===== src/design/lcmn_pkg.sv =====
// Package: shared constants and types for live cepstral mean normalization.
`default_nettype none
package lcmn_pkg;

  localparam int MAX_VEC_DEF   = 16;
  localparam int FRAC_BITS_DEF = 12;
  localparam int SUM_W         = 44;
  localparam int CNT_W         = 11;
  localparam int MUL_W         = 23;  // full width of the decay scale factor
  localparam logic [CNT_W-1:0] CNT_MAX = 11'd2047;

  // Reset values of the configuration registers
  localparam logic [4:0] VEC_LEN_RST  = 5'd13;
  localparam logic [9:0] WIN_HIGH_RST = 10'd800;
  localparam logic [9:0] WIN_KEEP_RST = 10'd500;

  // Configuration register indexes
  localparam logic [1:0] REG_VEC_LEN  = 2'd0;
  localparam logic [1:0] REG_WIN_HIGH = 2'd1;
  localparam logic [1:0] REG_WIN_KEEP = 2'd2;

  // Input commands
  typedef enum logic [1:0] {
    CMD_NORM   = 2'd0,
    CMD_UPDATE = 2'd1,
    CMD_LOAD   = 2'd2,
    CMD_READ   = 2'd3
  } cmd_t;

  // Sequencer states
  typedef enum logic [3:0] {
    ST_IDLE,
    ST_RD,
    ST_EXEC,
    ST_CNT,
    ST_W_RD,
    ST_W_DIV,
    ST_W_MUL,
    ST_W_WR,
    ST_W_SF,
    ST_W_RCP,
    ST_W_END
  } state_t;

  // Divider request/response
  typedef struct packed {
    logic            start;
    logic            busy;
    logic            done;
  } div_ctl_t;

endpackage
`default_nettype wire


===== src/design/lcmn_div.sv =====
// Sequential divider: signed dividend by unsigned count, one quotient bit per cycle.
`default_nettype none
module lcmn_div (
  input  wire logic                        clk,
  input  wire logic                        rst,
  input  wire logic                        start,
  input  wire logic signed [lcmn_pkg::SUM_W-1:0] dividend,
  input  wire logic [lcmn_pkg::CNT_W-1:0]  divisor,
  output lcmn_pkg::div_ctl_t               ctl,
  output logic signed [lcmn_pkg::SUM_W-1:0] quotient
);
  import lcmn_pkg::*;

  logic [SUM_W-1:0] rem_q;     // magnitude being shifted out
  logic [CNT_W:0]   part;      // partial remainder
  logic [SUM_W-1:0] quo;
  logic [5:0]       steps;
  logic             neg;
  logic             busy;
  logic             done;
  logic [CNT_W:0]   trial;
  logic [CNT_W:0]   shifted;

  // One restoring step
  always_comb begin
    shifted = {part[CNT_W-1:0], rem_q[SUM_W-1]};
    trial   = shifted - {1'b0, divisor};
  end

  always_ff @(posedge clk) begin
    if (rst) begin
      busy  <= 1'b0;
      done  <= 1'b0;
      steps <= '0;
    end else begin
      done <= 1'b0;
      if (start) begin
        busy  <= 1'b1;
        steps <= 6'(SUM_W);
      end else if (busy) begin
        steps <= steps - 6'd1;
        if (steps == 6'd1) begin
          busy <= 1'b0;
          done <= 1'b1;
        end
      end
    end
  end

  // Datapath
  always_ff @(posedge clk) begin
    if (start) begin
      neg   <= dividend[SUM_W-1];
      rem_q <= dividend[SUM_W-1] ? SUM_W'(-dividend) : dividend;
      part  <= '0;
      quo   <= '0;
    end else if (busy) begin
      rem_q <= {rem_q[SUM_W-2:0], 1'b0};
      if (!trial[CNT_W]) begin
        part <= trial;
        quo  <= {quo[SUM_W-2:0], 1'b1};
      end else begin
        part <= shifted;
        quo  <= {quo[SUM_W-2:0], 1'b0};
      end
    end
  end

  assign quotient = neg ? -$signed(quo) : $signed(quo);
  assign ctl = '{start: start, busy: busy, done: done};

endmodule
`default_nettype wire


===== config.mk =====
export PLATFORM = sky130hd
export DESIGN_NAME = lcmn_div
export DESIGN_NICKNAME = d
export VERILOG_FILES = /design/src/design/lcmn_pkg.sv /design/src/design/lcmn_div.sv
export SDC_FILE = /design/constraint.sdc
export NUM_CORES = 1
export LEC_CHECK = 0
export ABC_AREA = 1
export BUFFER_PORTS_ARGS = -buffer_cell sky130_fd_sc_hd__buf_2
export CAP_MARGIN = 20
export CELL_PAD_IN_SITES_DETAIL_PLACEMENT = 1
export CELL_PAD_IN_SITES_GLOBAL_PLACEMENT = 1
export CORE_UTILIZATION = 45
export DETAILED_ROUTE_END_ITERATION = 6
export PLACE_DENSITY = 0.91
export SLEW_MARGIN = 25
export SYNTH_ARGS = -nofsm -noshare
export SYNTH_HDL_FRONTEND = slang
export SYNTH_SLANG_ARGS = --single-unit

===== constraint.sdc =====
create_clock -name clk -period 4.8 [get_ports clk]
set_input_delay 0.48 -clock clk [delete_from_list [all_inputs] [get_ports clk]]
set_output_delay 0.48 -clock clk [all_outputs]
set_load 0.02 [all_outputs]

After elaboration in Yosys (flattened, before gate mapping). Cells that the tools add are included.

Add/subtract/negate cells: 4. Eq/ne operators: 1. Reduce and logical (&&, ||, !) cells: 3. Bitwise logic cells: 1. Mux-type cells: 12.

Operators with widths (number): $mux 44 (4); $neg 44->44 (2); $mux 6 (2); $sub 12x11->12 (1); $mux 11 (1); $eq 6x1->1 const B (1); $sub 6x1->6 const B (1); $mux 1 (5); $reduce_or 3->1 (1); $reduce_bool 2->1 (1); $reduce_or 2->1 (1); $not 1->1 (1).

Flip-flop bits (word level): 108. Output and inout bits: 47.

Longest topological paths before layout. Gate-level depths: netlist of the first run.

Depth in word-level cells: 4. Gate-level depth with buffers: 15.

Worst setup path before layout of the first run. OpenSTA, ideal clock, no wires.

Kind: input -> register. From: input start. To: register rem_q[0], enable pin. Arrival: 2241 ps. Buffers on the path: 2. Setup slack: 2133 ps. Stages on the path: 4. Cells stage by stage: buf_2 nor2_1 inv_2 clkbuf_1.

Longest elaborated chain between the ends: 1.

RTL lines: from (decl) (RTL line lcmn_div.sv:6) `input wire logic start,`; $reduce_bool 2->1 (no line); to (signal assigned) (RTL line lcmn_div.sv:54) `rem_q <= dividend[SUM_W-1] ? SUM_W'(-dividend) : dividend;`; to (signal assigned) (RTL line lcmn_div.sv:58) `rem_q <= {rem_q[SUM_W-2:0], 1'b0};`; to (decl) (RTL line lcmn_div.sv:14) `logic [SUM_W-1:0] rem_q;`.

Every way passes these cells. A chain may end at the register's enable or synchronous reset.

Worst setup path after layout of the first run.
From: register neg. To: output quotient[31] (netlist bit).

Longest elaborated chain between the ends: 1.

RTL lines: from (decl) (RTL line lcmn_div.sv:18) `logic neg;`; from (signal assigned) (RTL line lcmn_div.sv:53) `neg <= dividend[SUM_W-1];`; $mux 44 (RTL line lcmn_div.sv:69) `assign quotient = neg ? -$signed(quo) : $signed(quo);`; to (decl) (RTL line lcmn_div.sv:10) `output logic signed [lcmn_pkg::SUM_W-1:0] quotient`.

Every way passes these cells.

==> results of run 1 <==
[routing by layer]
| layer | vias up | track usage, % |
|---|---|---|
| met1 | 3713 | 36.74 |
| met3 | 29 | 3.827 |
| met5 | - | 0 |
| li1 | 3782 | - |
| met2 | 178 | 50.86 |
| met4 | 0 | 7.302 |
[cell families after synthesis]
kind of cell	after synthesis
XOR/XNOR	55
adder cells (fa/ha/maj)	16
buffers and inverters	174
AND/OR/NAND/NOR	620
AO/OA/AOI/OAI	130
flip-flops	108
[final timing paths]
kind                            slack [ps]  depth (start not counted)            startpoint                   end
worst max-delay path                  1780                          7         neg$_DFFE_PP_          quotient[31]
worst min-delay path                   350                          2                   rst       busy$_SDFF_PP0_
worst max register to register        2140                          4       busy$_SDFF_PP0_  quo[21]$_SDFFE_PP0P_
worst min register to register         490                          2  part[3]$_SDFFE_PP0P_  part[3]$_SDFFE_PP0P_
[Yosys cell counts (2+ instances only)]
cell        n  area (um^2)
o21ai_1     3        15.01
nand2_4     2        22.52
clkbuf_1   20        75.07
o22ai_1    43        269.0
inv_1     127        476.7
nand2_2     9        56.30
inv_2       4        15.01
ha_1       15        187.7
o21ai_2     4        35.03
nor2_4      5        56.30
nand3_1    97        485.5
a21oi_1    14        70.07
buf_2      10        50.05
nand3_2     5        50.05
nor2_2      9        56.30
clkinv_1    3        11.26
dfxtp_1    63         1261
nand4_1    38        237.7
xor2_1     50        437.9
nor4_1      2        12.51
o21ai_0    46        230.2
nand2_1   321         1205
nor2_1    121        454.2
a31oi_1     9        56.30
edfxtp_1   45         1351
xnor2_1     5        43.79
o31ai_1     5        37.54
or2_2       2        12.51
buf_4       6        45.04
buf_1       2        7.510
nor3_1      4        20.02
nand3b_1    3        22.52
[power by group through the flow]
stage,combinational (mW),clock (mW),sequential [mW]
after global placement,0.265,0,1.05
final,0.283,0.792,1.04
after detailed placement,0.278,0,1.06
after global routing,0.319,0.831,1.04
after floorplan,0.188,0,1.05
after CTS,0.282,0.797,1.04
[cell type report]
class | instances | area [um^2] | share of cell area, %
clock inverters | 6 | 68.82 | 0.8151
clock buffers | 10 | 239.0 | 2.830
multi-input cells | 821 | 4185 | 49.57
repair buffers | 109 | 558.0 | 6.609
inverters | 135 | 509.2 | 6.031
flip-flops and latches | 108 | 2613 | 30.94
well taps | 216 | 270.3 | 3.201
[sequential cells by signal, indices dropped and copies added (netlist names)]
signal  cells
quo        44
rem_q      44
part       11
steps       6
busy        1
done        1
neg         1
[metrics by stage]
stage               area, um^2  power, mW  setup slack (ps)  cells  utilization [%]
floorplan                 7492      1.237              2133   1103                -
global placement          8132      1.320              2053   1389            50.64
detailed placement        8132      1.335              2009   1389            50.64
CTS                       8439      2.117              1788   1405            52.56
global route              8443      2.192              1618   1405            52.58
finish                    8443      2.111              1779   1405            52.58
[worst max-delay path, cell delays in order (launching register included)]
cell and delay (ps):
edfxtp_1 330, buf_4 420, inv_1 410, nor2_1 410, nor2_8 120, nand2_1 110, xor2_1 160, buf_2 190
==> impl_metrics.env, run 1 <==
export IMPL_status="completed"
export IMPL_synthArstFlopShare_pct=0
export IMPL_wl_met3_um=885
export IMPL_comb_power_share_pct=13.4
export IMPL_fill_cells=2157
export IMPL_dieArea_mm2=0.01717
export IMPL_wl_um=23350
export IMPL_top_layer="met4"
export IMPL_synth_top_family_by_area="simple AND/OR/NAND/NOR gates"
export IMPL_met2_length_um=11470
export IMPL_holdWs_ps=347.8
export IMPL_pwr_share_seq_pct=49.1
export IMPL_grt_pass1_wl_um=38400
export IMPL_fin_nets=1258
export IMPL_p_clk_share_pct=37.5
export IMPL_fmax_mhz=331.0
export IMPL_final_antenna_net_count=0
export IMPL_core_area_mm2=0.01606
export IMPL_rsz0062_at_grt="no"
export IMPL_final_common_cell="nand2_1"
export IMPL_num_rows=46
export IMPL_hpwl_um=17200
export IMPL_num_io_pins=105
export IMPL_grt_ovfl_total=0
export IMPL_grt_usage_pct=28.71
export IMPL_hold_viol=0
export IMPL_synth_mux_area_share_pct=0
export IMPL_worst_setup_path_end_kind="output port"
export IMPL_synth_seq_area_share_pct=34.87
export IMPL_via_count=7702
export IMPL_final_setup_tns_ps=0
export IMPL_slew_violations=0
export IMPL_grt_max_degree=59
export IMPL_synth_simple_area_share_pct=36.27
export IMPL_start_util_pct=46.66
export IMPL_die_y_um=131.0
export IMPL_start_kind="register"
export IMPL_ir_drop_mv=0.1829
export IMPL_synth_area_per_cell_um2=6.793
export IMPL_via_per_inst=5.482
export IMPL_crit_arrival_ps=2540
export IMPL_area_growth_pct=12.69
export IMPL_synth_xor_area_share_pct=6.430
export IMPL_critPathKind="reg2out"
export IMPL_cts_reportedPaths_clkPinSlew_ps=80
export IMPL_first_pass_iters=5
export IMPL_drive_gt1_share_pct=14.30
export IMPL_power_density_mw_per_mm2=250.1
export IMPL_antenna_cells=0
export IMPL_cts_inserted_buffers=9
export IMPL_antenna_found_initial=0
export IMPL_synth_area_mm2=0.007492
export IMPL_required_ps=4320
export IMPL_tightestPinTransition_ps=883.3
export IMPL_clk_path_buf_depth=2
export IMPL_p_leak_nw=4.342
export IMPL_drt_initial_drc_count=467
export IMPL_htree_num_levels=3
export IMPL_drc=0
export IMPL_swShare_pct=27.62
export IMPL_cts_sinks=108
export IMPL_grt_pass1_vias=7741
export IMPL_power_switching_mw=0.5831
export IMPL_ys_ff_latch=108
export IMPL_worstSkewPairLatency_ps=370
export IMPL_post_route_period_util_pct=62.94
export IMPL_holdBufCountCts=0
export IMPL_postCtsSetupRepairBufs=0
export IMPL_max_slew_margin_pct=40.89
export IMPL_ys_warn_count=0
export IMPL_netlist_instances=1103
export IMPL_cts_resized=0
export IMPL_hold_class="in2reg"
export IMPL_cts_tree="yes"
export IMPL_layout_common_cells="nand2_1 (321), inv_1 (127), nor2_1 (120)"
export IMPL_maxCapViolCount=0
export IMPL_internal_power_mw=1.528
export IMPL_die_w_um=131.0
export IMPL_synth_edf_count=45
export IMPL_finClkSkew_ps=12.13
export IMPL_ys_flop_type="dfxtp_1"
export IMPL_setup_viol=0
export IMPL_synth_compound_area_share_pct=10.35
export IMPL_wl_per_cell_um=16.62
export IMPL_final_min_clock_period_ps=3021
export IMPL_wl_met1_um=10620
export IMPL_synth_distinct_cells=43
export IMPL_place_gp_congestion=0.8945
export IMPL_syn_nets=1177
export IMPL_root_buffer="clkbuf_16"
export IMPL_path_max_fanout=44
export IMPL_synth_adder_area_share_pct=2.772
export IMPL_port_buffers=104
(Power assumes the default switching activity.)
==> run 2: changes to the inputs <==
- ABC_AREA: 1 -> 0
- CORE_UTILIZATION: 45 -> 39
- PLACE_DENSITY: 0.91 -> 0.8
- clock period: 4.8 -> 2.6 ns (I/O delays scaled with it)
==> impl_metrics.env, run 2 <==
export IMPL_drive_gt1_share_pct=26.78
export IMPL_critPathKind="reg2out"
export IMPL_fin_total_pwr_mw=4.351
export IMPL_worst_setup_path_end_kind="output port"
export IMPL_synth_compound_area_share_pct=16.22
export IMPL_power_density_mw_per_mm2=522.6
export IMPL_tightestPinTransition_ps=767.8
export IMPL_synthArstFlopShare_pct=0
export IMPL_via_per_inst=5.361
export IMPL_status="complete, but fails checks"
export IMPL_final_antenna_net_count=0
export IMPL_min_path_cells=2
export IMPL_syn_nets=790
export IMPL_start_kind="register"
export IMPL_hpwl_um=12010
export IMPL_synth_area_mm2=0.006564
export IMPL_first_pass_iters=4
export IMPL_setup_viol=32
export IMPL_rsz0062_at_grt="yes"
export IMPL_yosys_area_top_type_share_pct=20.59
export IMPL_synth_simple_area_share_pct=17.14
export IMPL_violations="setup timing"
export IMPL_worstSkewPairLatency_ps=350
export IMPL_dieArea_mm2=0.01735
export IMPL_num_io_pins=105
export IMPL_synth_xor_area_share_pct=12.68
export IMPL_wl_um=17900
export IMPL_final_setup_tns_ps=-10560
export IMPL_final_min_clock_period_ps=3062
export IMPL_grt_pass1_wl_um=28850
export IMPL_grt_usage_pct=20.40
export IMPL_cts_reportedPaths_clkPinSlew_ps=70
export IMPL_worst_r2r_cell_count=11
export IMPL_ys_flop_type="dfxtp_1"
export IMPL_drc=0
export IMPL_ys_warn_count=0
export IMPL_wl_per_cell_um=16.62
export IMPL_critPathMostFrequentCell="or4_4"
export IMPL_num_rows=47
export IMPL_path_max_fanout=4
export IMPL_fin_nets=924
export IMPL_p_leak_nw=3.519
export IMPL_cts_sinks=108
export IMPL_synth_adder_area_share_pct=3.164
export IMPL_via_count=5774
export IMPL_slew_violations=0
export IMPL_hold_viol=0
export IMPL_antenna_found_initial=3
export IMPL_clk_path_buf_depth=2
export IMPL_netlist_instances=716
export IMPL_slowest_stage="or4_4"
export IMPL_yosys_top_cells_area="edfxtp_1 (21%), dfxtp_1 (19%), mux2i_1 (6.9%), xnor2_1 (6.8%), nor2_1 (6.4%)"
export IMPL_setup_slack_ps=-462.0
export IMPL_synth_top_family_by_area="simple AND/OR/NAND/NOR gates"
export IMPL_port_buffers=104
export IMPL_holdWs_ps=160.0
export IMPL_maxCapViolCount=0
export IMPL_synth_seq_area_share_pct=39.80
export IMPL_crit_arrival_ps=2800
export IMPL_reg_top3="quo x44, rem_q x44, part x11"
export IMPL_root_buffer="clkbuf_16"
export IMPL_drt_initial_drc_count=281
export IMPL_holdBufCountCts=0
export IMPL_slowest_delay_ps=540
export IMPL_cts_inserted_buffers=9
export IMPL_core_area_mm2=0.01652
export IMPL_area_growth_pct=26.86
export IMPL_cts_tree="yes"
export IMPL_synth_common_cells="nor2_1 (112), dfxtp_1 (63), xnor2_1 (51), a21oi_1 (50)"
export IMPL_fmax_mhz=326.6
export IMPL_layout_common_cells="nor2_1 (112), buf_2 (81), buf_4 (80)"
export IMPL_die_y_um=131.7
export IMPL_synth_area_per_cell_um2=9.167
export IMPL_synth_edf_count=45
export IMPL_fill_cells=1926
export IMPL_synth_mux_area_share_pct=6.862
export IMPL_hold_class="in2reg"
export IMPL_synth_distinct_cells=60
export IMPL_place_gp_congestion=0.7978
export IMPL_final_common_cell="nor2_1"
export IMPL_htree_num_levels=3
export IMPL_synth_most_common_cell="nor2_1"
export IMPL_ir_drop_mv=0.3232
export IMPL_path_cells="or4_4, or2_4, or4_4, nand3b_4, o31ai_2, xnor2_1, buf_4"
export IMPL_required_ps=2340
export IMPL_final_core_util_pct=50.39
export IMPL_max_slew_margin_pct=48.82
export IMPL_grt_ovfl_total=0
export IMPL_yosysTopAreaCell="edfxtp_1"
export IMPL_pre_cts_ws_ps=-131.9
export IMPL_finClkSkew_ps=6.485
export IMPL_start_util_pct=39.72
export IMPL_grt_max_degree=149
export IMPL_die_w_um=131.7
export IMPL_post_route_period_util_pct=117.8
export IMPL_grt_pass1_vias=5756
export IMPL_ys_ff_latch=108
==> run 2: metrics by stage <==
step                instances  cell area, um^2
finish                   1077             8327
global route             1076             8324
CTS                      1069             8193
detailed placement       1050             7716
global placement         1050             7716
floorplan                 716             6670
==> run 2: path summary, 6_finish.rpt <==
check                           slack [ps]                    to            startpoint
worst max-delay path                  -460          quotient[42]   quo[8]$_SDFFE_PP0P_
worst max register to register         160  part[8]$_SDFFE_PP0P_   rem_q[43]$_DFFE_PP_
worst min-delay path                   160       busy$_SDFF_PP0_                   rst
worst min register to register         520  part[1]$_SDFFE_PP0P_  part[1]$_SDFFE_PP0P_
==> run 2: final cells by class <==
cell class | instances | area (um^2) | area share, %
diodes | 2 | 5.005 | 0.06011
well taps | 220 | 275.3 | 3.306
flip-flops and latches | 108 | 2619 | 31.45
inverters | 22 | 82.58 | 0.9917
repair buffers | 167 | 1091 | 13.10
clock buffers | 11 | 232.7 | 2.795
multi-input cells | 542 | 3939 | 47.30
clock inverters | 5 | 82.58 | 0.9917
==> run 2: power by group <==
part           switching (mW)  internal, mW  total [mW]
Combinational           0.532         0.392       0.925
Clock                   0.631         0.851        1.48
Sequential             0.0535          1.89        1.94
==> run 2: routing by layer <==
metal  track usage, %  routed length [um]
met5                0                  13
met4            4.910                 153
met3            4.575                 660
met2            35.13                8874
met1            25.86                8194
==> run 2: critical path: cells and delay by family, from the launching register on <==
| family | cells | cell delay [ps] |
|---|---|---|
| buf+inv | 1 | 170 |
| compound gates | 1 | 260 |
| xor+xnor | 1 | 170 |
| flops | 1 | 330 |
| simple gates | 4 | 1520 |
==> run 2: cells by family (layout without fill, tap and decap cells) <==
| kind of cell | count (synthesis) | count (layout) |
|---|---|---|
| flip-flops | 108 | 108 |
| buffers and inverters | 66 | 205 |
| multiplexers | 45 | 45 |
| XOR/XNOR | 95 | 95 |
| AND/OR/NAND/NOR | 228 | 228 |
| adder cells (fa/ha/maj) | 16 | 16 |
| other | 0 | 2 |
| AO/OA/AOI/OAI | 158 | 158 |
==> run 2: timing repair <==
item | 4_1_cts | 5_1_grt
pin swaps | 7 | 8
gates resized for setup | 32 | 18
setup endpoints to repair | 35 | 36
setup buffers | 3 | 6
cloned | 0 | 0
